[config.mk]
export PLATFORM = sky130hd
export DESIGN_NAME = guid_text_parser_top
export DESIGN_NICKNAME = d
export VERILOG_FILES = /design/src/sv/gtp_pkg.sv /design/src/sv/gtp_char_class.sv /design/src/sv/guid_text_parser_top.sv
export SDC_FILE = /design/constraint.sdc
export NUM_CORES = 1
export LEC_CHECK = 0
export ABC_AREA = 1
export BUFFER_PORTS_ARGS = -buffer_cell sky130_fd_sc_hd__buf_2
export CAP_MARGIN = 40
export CORE_ASPECT_RATIO = 0.9
export CORE_MARGIN = 2
export CORE_UTILIZATION = 60
export DETAILED_ROUTE_END_ITERATION = 10
export GPL_TIMING_DRIVEN = 0
export HOLD_SLACK_MARGIN = 0.02
export PLACE_DENSITY = 0.8
export RECOVER_POWER = 50
export SLEW_MARGIN = 20
export SYNTH_ARGS = -nofsm -noshare
export SYNTH_HDL_FRONTEND = slang
export SYNTH_HIERARCHICAL = 1
export SYNTH_SLANG_ARGS = --single-unit
[constraint.sdc]
create_clock -name clock -period 18.5 [get_ports clock]
set_input_delay 5.55 -clock clock [delete_from_list [all_inputs] [get_ports clock]]
set_output_delay 5.55 -clock clock [all_outputs]
set_load 0.01 [all_outputs]
[src/sv/gtp_pkg.sv]
// Package for the GUID text parser: widths, position constants, character codes
// and the structs passed between modules. No dependencies.
`default_nettype none

package gtp_pkg;

   localparam int unsigned ChW      = 16;
   localparam int unsigned HalfW    = 64;
   localparam int unsigned NibW     = 4;
   localparam int unsigned TextLen  = 36;
   localparam int unsigned PosW     = $clog2(TextLen + 1);

   localparam logic [PosW-1:0] POS_DASH0 = PosW'(8);
   localparam logic [PosW-1:0] POS_DASH1 = PosW'(13);
   localparam logic [PosW-1:0] POS_DASH2 = PosW'(18);
   localparam logic [PosW-1:0] POS_DASH3 = PosW'(23);
   localparam logic [PosW-1:0] POS_LAST  = PosW'(TextLen - 1);
   localparam logic [PosW-1:0] POS_END   = PosW'(TextLen);

   localparam logic [ChW-1:0] CHAR_DASH  = 16'h002d;
   localparam logic [ChW-1:0] CHAR_ZERO  = 16'h0030;
   localparam logic [ChW-1:0] CHAR_NINE  = 16'h0039;
   localparam logic [ChW-1:0] CHAR_LO_A  = 16'h0061;
   localparam logic [ChW-1:0] CHAR_LO_F  = 16'h0066;
   localparam logic [ChW-1:0] CHAR_UP_A  = 16'h0041;
   localparam logic [ChW-1:0] CHAR_UP_F  = 16'h0046;
   localparam logic [NibW-1:0] NIB_TEN   = 4'ha;

   // classification of one character at one text position
   typedef struct packed {
      logic            past_end;  // position already at the full length
      logic            fits;      // character is what the slot wants
      logic            is_digit;  // slot is a digit slot and char is hex
      logic [NibW-1:0] nib;
   } gtp_class_type;

   typedef struct packed {
      logic             valid_res;
      logic [HalfW-1:0] guid_high;
      logic [HalfW-1:0] guid_low;
   } gtp_result_type;

endpackage

`default_nettype wire

[src/sv/gtp_char_class.sv]
// Character classifier: checks one character against its text position
// (dash slot or hex digit slot) and decodes the hex nibble. Uses gtp_pkg.
`default_nettype none

module gtp_char_class (
   input  wire logic [gtp_pkg::ChW-1:0]  ch,
   input  wire logic [gtp_pkg::PosW-1:0] pos,
   output gtp_pkg::gtp_class_type        cls
);
   import gtp_pkg::*;

   logic            dash_slot;
   logic            hex_ok;
   logic [NibW-1:0] nib;

   assign dash_slot = (pos == POS_DASH0) || (pos == POS_DASH1) ||
                      (pos == POS_DASH2) || (pos == POS_DASH3);

   always_comb begin
      hex_ok = 1'b1;
      nib    = '0;
      priority if (ch >= CHAR_ZERO && ch <= CHAR_NINE) begin
         nib = NibW'(ch - CHAR_ZERO);
      end else if (ch >= CHAR_LO_A && ch <= CHAR_LO_F) begin
         nib = NibW'(ch - CHAR_LO_A) + NIB_TEN;
      end else if (ch >= CHAR_UP_A && ch <= CHAR_UP_F) begin
         nib = NibW'(ch - CHAR_UP_A) + NIB_TEN;
      end else begin
         hex_ok = 1'b0;
      end
   end

   always_comb begin
      cls.past_end = (pos == POS_END);
      cls.nib      = nib;
      cls.is_digit = !cls.past_end && !dash_slot && hex_ok;
      priority if (cls.past_end) begin
         cls.fits = 1'b0;
      end else if (dash_slot) begin
         cls.fits = (ch == CHAR_DASH);
      end else begin
         cls.fits = hex_ok;
      end
   end

endmodule

`default_nettype wire

[src/sv/guid_text_parser_top.sv]
// GUID text parser top level: per-character state update, result register
// with skid stage. Uses gtp_pkg and gtp_char_class.
//
//   channel  dir  handshake            payload
//   req      in   req_valid/req_stall  req_ch[15:0], req_last
//   rsp      out  rsp_valid/rsp_stall  rsp_valid_res, rsp_guid_high, rsp_guid_low
//
// One character per cycle while req_stall is low; position check and 4-bit shift
// are one level of logic. A last character's result is registered (output or skid).
// Reset is synchronous and clears position, error flag, accumulator and valids.
// A skid register holds one result while rsp is stalled; req stalls only
// when that skid register is full.
`default_nettype none

module guid_text_parser_top (
   input  wire logic                       clock,
   input  wire logic                       reset,
   input  wire logic                       req_valid,
   output      logic                       req_stall,
   input  wire logic [gtp_pkg::ChW-1:0]    req_ch,
   input  wire logic                       req_last,
   output      logic                       rsp_valid,
   input  wire logic                       rsp_stall,
   output      logic                       rsp_valid_res,
   output      logic [gtp_pkg::HalfW-1:0]  rsp_guid_high,
   output      logic [gtp_pkg::HalfW-1:0]  rsp_guid_low
);
   import gtp_pkg::*;

   logic [PosW-1:0]    pos_ff, pos_in;
   logic               err_ff, err_in;
   logic [2*HalfW-1:0] acc_ff, acc_in;
   logic               out_valid_ff, out_valid_in;
   gtp_result_type     out_ff, out_in;
   logic               skid_valid_ff, skid_valid_in;
   gtp_result_type     skid_ff, skid_in;

   gtp_class_type      cls;
   gtp_result_type     res;
   logic               accept;
   logic               push;
   logic               out_take;
   logic               ok;
   logic               err_upd;
   logic [2*HalfW-1:0] acc_upd;

   gtp_char_class u_class (
      .ch  (req_ch),
      .pos (pos_ff),
      .cls (cls)
   );

   assign req_stall = skid_valid_ff;
   assign accept    = req_valid && !req_stall;
   assign push      = accept && req_last;

   assign err_upd = err_ff || !cls.fits;
   assign acc_upd = cls.is_digit ? {acc_ff[2*HalfW-NibW-1:0], cls.nib} : acc_ff;
   assign ok      = !err_upd && (pos_ff == POS_LAST);

   always_comb begin
      res.valid_res = ok;
      res.guid_high = ok ? acc_upd[2*HalfW-1:HalfW] : '0;
      res.guid_low  = ok ? acc_upd[HalfW-1:0] : '0;
   end

   // string state; a last character returns everything to the start
   always_comb begin
      pos_in = pos_ff;
      err_in = err_ff;
      acc_in = acc_ff;
      if (accept) begin
         if (req_last) begin
            pos_in = '0;
            err_in = 1'b0;
            acc_in = '0;
         end else begin
            pos_in = cls.past_end ? pos_ff : pos_ff + PosW'(1);
            err_in = err_upd;
            acc_in = acc_upd;
         end
      end
   end

   assign out_take = !out_valid_ff || !rsp_stall;

   always_comb begin
      out_valid_in  = out_valid_ff;
      out_in        = out_ff;
      skid_valid_in = skid_valid_ff;
      skid_in       = skid_ff;
      if (out_take) begin
         if (skid_valid_ff) begin
            out_valid_in  = 1'b1;
            out_in        = skid_ff;
            skid_valid_in = 1'b0;
         end else begin
            out_valid_in = push;
            out_in       = res;
         end
      end else if (push) begin
         skid_valid_in = 1'b1;
         skid_in       = res;
      end
   end

   always_ff @(posedge clock) begin
      if (reset) begin
         pos_ff        <= '0;
         err_ff        <= 1'b0;
         acc_ff        <= '0;
         out_valid_ff  <= 1'b0;
         skid_valid_ff <= 1'b0;
      end else begin
         pos_ff        <= pos_in;
         err_ff        <= err_in;
         acc_ff        <= acc_in;
         out_valid_ff  <= out_valid_in;
         skid_valid_ff <= skid_valid_in;
      end
   end

   always_ff @(posedge clock) begin
      out_ff  <= out_in;
      skid_ff <= skid_in;
   end

   assign rsp_valid     = out_valid_ff;
   assign rsp_valid_res = out_ff.valid_res;
   assign rsp_guid_high = out_ff.guid_high;
   assign rsp_guid_low  = out_ff.guid_low;

endmodule

`default_nettype wire

==> Word level (Yosys, flattened, before mapping) <==
Index checks and enable logic that the tools add are counted.
{ "classes": {"mux": 17, "eq_ne": 8, "order_cmp": 6, "n_addsub": 6, "reduce_logical": 23, "bitwise": 1} }
{ "ops": {"columns": ["operator", "n"], "rows": [
  ["128-bit 2-to-1 mux", 2],
  ["129-bit 2-to-1 mux", 1],
  ["64-bit 2-to-1 mux", 2],
  ["16-bit by 7-bit >= comparator with 1-bit output (second input constant)", 2],
  ["16-bit by 7-bit less-or-equal comparator with 1-bit output (second input constant)", 2],
  ["16-bit by 6-bit == test with 1-bit output (second input constant)", 1],
  ["16-bit by 6-bit >= comparator with 1-bit output (second input constant)", 1],
  ["16-bit by 6-bit less-or-equal comparator with 1-bit output (second input constant)", 1],
  ["6-bit by 4-bit == test with 1-bit output (second input constant)", 2],
  ["6-bit by 5-bit == test with 1-bit output (second input constant)", 2],
  ["6-bit == test (second input constant)", 2],
  ["4-bit 2-to-1 mux", 3],
  ["6-bit 2-to-1 mux", 2],
  ["4-bit by 1-bit subtractor with 4-bit output (second input constant)", 3],
  ["4-bit adder (second input constant)", 2],
  ["1-bit logical AND", 8],
  ["1-bit zero test", 7],
  ["1-bit 2-to-1 mux", 7],
  ["6-bit by 1-bit adder with 6-bit output (second input constant)", 1],
  ["1-bit logical OR", 5],
  ["2-bit AND reduction", 2],
  ["2-bit inequality test (second input constant)", 1],
  ["2-bit OR reduction", 1],
  ["1-bit NOT", 1]
]} }
{ "totals": {"ff_bits": 395, "inputBits": 21, "wordCells": 72, "output_inout_bits": 131} }

==> Depth between registers and ports, before layout <==
{ "depth": {"ltp_word": 13, "depth_mapped": 18, "mapped_depth_nobuf": 16} }

==> Modules after synthesis <==
Netlist, hierarchy kept.
{ "by_module_without_submodules": {"columns": ["module", "area_per_inst_um2", "seq_area_each_um2", "n_inst", "cells_per_inst"], "rows": [
  ["guid_text_parser_top", 17181.5, 10490.1, 1, 1931],
  ["gtp_char_class", 548.0, 0.0, 1, 120]
]} }

==> Worst setup path before layout <==
No wires, ideal clock.
{ "synth_path": {"path_kind": "input to register", "startpoint": "input port rsp_stall", "endpoint": "register skid_ff[0] (netlist name), enable pin", "setup_ns": 1.220, "n_path_buf": 0, "required_time_ns": 17.280, "t_arrival_ns": 13.698, "slack_ns": 3.582, "cell_stages": 2, "path_cell_list": "nand2_1 > nor2_1"} }
{ "synth_between": {"elab_chain_len": 4} }
{ "synth_rtl": {"columns": ["element", "line", "source"], "rows": [
  ["start, declared", "guid_text_parser_top.sv:23", "input wire logic rsp_stall,"],
  ["1-bit zero test", "guid_text_parser_top.sv:85", "assign out_take = !out_valid_ff || !rsp_stall;"],
  ["1-bit logical OR", "guid_text_parser_top.sv:85", null],
  ["1-bit NOT (no source line)", null, null],
  ["2-bit AND reduction (no source line)", null, null],
  ["end signal, assigned", "guid_text_parser_top.sv:125", "skid_ff <= skid_in;"],
  ["end, declared", "guid_text_parser_top.sv:36", "gtp_result_type skid_ff, skid_in;"]
]} }
Every way passes these cells.
A chain may end at the register's enable or synchronous reset.

==> Worst setup path in the final report <==
{ "layout_path": {"startpoint": "input port rsp_stall", "endpoint": "register skid_ff[63] (netlist name), enable pin"} }
{ "layout_between": {"elab_chain_len": 4} }
{ "layout_rtl": {"columns": ["element", "line", "source"], "rows": [
  ["1-bit zero test", "guid_text_parser_top.sv:85", null],
  ["1-bit logical OR", "guid_text_parser_top.sv:85", null],
  ["net out_take", "guid_text_parser_top.sv:42", "logic out_take;"],
  ["1-bit NOT (no source line)", null, null],
  ["2-bit AND reduction (no source line)", null, null]
]} }
The timed path passes the listed nets, and every way through them passes these cells.

==> run_results.csv <==
group,metric,value,unit
worst_hold_path,hold_path_class,"flop to flop",
logic_synthesis,avgSynthCellArea,8.64,µm²
global_route,overflow,0,
floorplan,die_y,167,µm
final_layout,diodes,0,
cts,cts_max_level,2,
timing,relSlewSlack,-115,%
timing,layout_min_cycle_time,11.15,ns
floorplan,die_w,185,µm
final_layout,areaGrowthSynthToFinish,13.7,%
setup_path,r2r_cells,5,
drt,drcViolationCount,0,
pwr,p_comb_share,3.2,%
logic_synthesis,synth_cell_type_count,24,
timing,setup_violations,0,
place,place_inst,2605,
cts,numCtsBuffers,41,
logic_synthesis,yosys_warnings,6,
final_layout,fillers,2310,
drt,vias,14500,
cts,cts_max_path_buffers,3,
timing,whs,0.466,ns
final_layout,drive_above_1_share,11.2,%
logic_synthesis,syn_area,17700,µm²
setup_path,reg2reg_setup_slack,12.14,ns
final_layout,multi_input_area,6200,µm²
cts,postCtsHoldBufs,0,
timing,rsz0062_at_grt,"false",
drt,wl,41.1,mm
pwr,netSwitchingPower,0.383,mW
setup_path,cp_slowest_cell,"clkbuf_1",
final_layout,mostFrequentLayoutCells,"nand2_1, edfxtp_1, clkbuf_1",
drt,ant_nets,0,
global_route,antenna_found_initial,0,
final_layout,fin_util,69.5,%
setup_path,cp-end-kind,"flop",
worst_hold_path,min_to,"acc_ff[10]$_SDFFE_PP0P_",
setup_path,critPathKind,"input pin to flop",
setup_path,worst-path-buf-inv,4,
setup_path,startpoint_type,"input pin",
timing,fmax,89.7,MHz
global_route,grt_pass1_wl,67.0,mm
pwr,p_seq_share,52.5,%
setup_path,critical-path-top-delay-family,"buffers and inverters",
drt,routedWlPerCell,15.3,µm
setup_path,slowest_delay,2.33,ns
run_status,status,"finished, violations left",
setup_path,critical_path.max_fanout,53,
global_route,grtUsageTotal,26.9,%
logic_synthesis,syn_nets,2076,
floorplan,fp-row-count,59,
drt,drtPass1Iterations,8,
cts,post-cts-setup-buffer-count,0,
setup_path,arrival,11.19,ns
pwr,switching_share,21.2,%
drt,viasPerCell,5.40,
global_route,grt_start_max_net_pins,57,
place,hpwl,27.7,mm
logic_synthesis,synthCells,2051,
drt,drtIter0Drc,1382,
logic_synthesis,ys_seq_area_share,59.2,%
timing,finClkSkew,0.0127,ns
pwr,internal-power,1.42,mW
cts,root_buffer,"clkbuf_16",
cts,clkTransAtPathRegs,0.06,ns
worst_hold_path,hold_start,"acc_ff[10]$_SDFFE_PP0P_",
pwr,ir_worst_vdd,0.0577,mV
final_layout,finalInstanceArea,20200,µm²
cts,ctsResizeCount,0,
pwr,leakagePower,7.67,nW
setup_path,r2r_start,"rsp_valid$_SDFFE_PP0P_",
timing,slew_violations,199,
place,detailed_place.area,19200,µm²
place,gp_congestion,0.853,
setup_path,r2r_end,"skid_ff[63]$_DFFE_PP_",
floorplan,start_util,61.1,%
cts,cts_tree,"built",
run_status,violations,"capacitance limit, slew limit",
cts,cts_sinks,395,
setup_path,cp_common_cell,"clkbuf_1",
final_layout,register_area,10500,µm²
logic_synthesis,yosys_register_bits,395,
global_route,grtUsageMet2,41.4,%
global_route,grt_pass1_vias,13500,
final_layout,nets,2277,
place,place.port_buffers,149,
global_route,grt_most_used_layer,"met2",
floorplan,core,29000,µm²
timing,period_share,60.3,%
setup_path,crit_cells,6,
floorplan,io_pins,152,
pwr,power_density,89.4,nW/µm²
pwr,p_clk_share,44.3,%
timing,report.final.hold_viol_count,0,
cts,clk_latency,0.54,ns
setup_path,critPathRequiredTime,18.53,ns
global_route,gr-usage-met3,3.98,%
final_layout,layout_commonest_cell,"nand2_1",
timing,tightest_slew,3.23,ns
worst_hold_path,hold-path-cell-count,2,
job,max_cap_violations,5,
global_route,met1_usage,39.0,%
floorplan,die_area,30900,µm²
final_layout,post_layout_nonfiller_instances,2681,
setup_path,crit_path_cell_trace,"buf_2 > nand2_1 > clkbuf_1 > nor2_1 > clkbuf_1 > clkbuf_1",
timing,tns,0,ns
registers in the layout (all words and copies together), names as in the netlist:
name,count
req_stall,1
pos_ff,6
err_ff,1
rsp_guid_low,64
rsp_valid,1
skid_ff,129
rsp_valid_res,1
rsp_guid_high,64
acc_ff,128
worst max-delay path by stage:
stage,slack [ns],start,endpoint
5_1_grt,6.72,rsp_stall,skid_ff[66]$_DFFE_PP_
3_5_place_dp,10.47,req_ch[0],rsp_guid_low[9]$_DFFE_PP_
6_report,7.35,rsp_stall,skid_ff[63]$_DFFE_PP_
3_3_place_gp,-3.03,rsp_stall,skid_ff[68]$_DFFE_PP_
2_1_floorplan,3.58,rsp_stall,skid_ff[0]$_DFFE_PP_
4_1_cts,11.02,req_ch[0],rsp_guid_low[9]$_DFFE_PP_
Yosys cell counts:
| master | number | area [µm²] |
|---|---|---|
| inv_1 | 103 | 387 |
| nand2_2 | 3 | 18.8 |
| o21ai_1 | 6 | 30.0 |
| nand3_2 | 1 | 10.0 |
| nor3_2 | 1 | 10.0 |
| nand4_1 | 7 | 43.8 |
| buf_6 | 11 | 124 |
| inv_2 | 2 | 7.51 |
| nor2_1 | 191 | 717 |
| nor2_2 | 100 | 626 |
| o21ai_0 | 67 | 335 |
| a21oi_1 | 134 | 671 |
| nand3_1 | 16 | 80.1 |
| dfxtp_1 | 137 | 2740 |
| clkbuf_1 | 54 | 203 |
| ha_1 | 4 | 50.1 |
| buf_2 | 58 | 290 |
| nand2_1 | 820 | 3080 |
| o21a_1 | 65 | 488 |
| nor3_1 | 4 | 20.0 |
| nor2_4 | 2 | 22.5 |
| buf_1 | 6 | 22.5 |
| and2_1 | 1 | 6.26 |
| edfxtp_1 | 258 | 7750 |
power groups by stage:
stage	clock, mW	combinational [mW]	sequential, mW
floorplan	0	0.0291	0.972
global placement	0	0.0577	0.967
detailed placement	0	0.0611	0.964
CTS	0.806	0.0616	0.945
global route	0.843	0.0632	0.947
finish	0.799	0.0577	0.946
worst min-delay path: cells and delay by family (launching register included):
family / cells / cell delay [ns]
AND/OR/NAND/NOR: 1 / 0.06
AO/OA/AOI/OAI: 1 / 0.05
flip-flops: 1 / 0.31
cells by family (layout without fill, tap and decap cells):
group                      after synthesis  after routing  synth area share [%]
buffers and inverters                  234            468                  5.83
and+or+nand+nor                       1146           1146                  26.1
DFF                                    395            395                  59.2
adders and majority gates                4              4                 0.282
AOI/OAI and AO/OA                      272            272                  8.60
final cells by class:
class                           count  share of cell area [%]
Tap cell                          396                    2.46
Timing Repair Buffer              158                    3.16
Multi-Input combinational cell   1422                    30.8
Sequential cell                   395                    52.0
Inverter                          105                    1.96
Clock buffer                       63                    5.98
Clock inverter                     13                   0.490
Buffer                            129                    3.17
per-layer routing:
layer / wire length [µm] / vias up / part of all wire, %
met2: 18500 / 620 / 45
met4: 1280 / 0 / 3.1
met3: 3330 / 105 / 8.1
met1: 18000 / 6759 / 44
li1: - / 6982 / -
met5: 0 / - / 0
stage by stage:
step,power [mW],worst slack (ns)
3_5_place_dp,1.03,10.47
5_1_grt,1.85,6.72
2_1_floorplan,1.00,3.58
6_report,1.80,7.35
4_1_cts,1.81,11.02
3_3_place_gp,1.02,-3.03
Note: power is estimated with default switching activity, not from simulation.
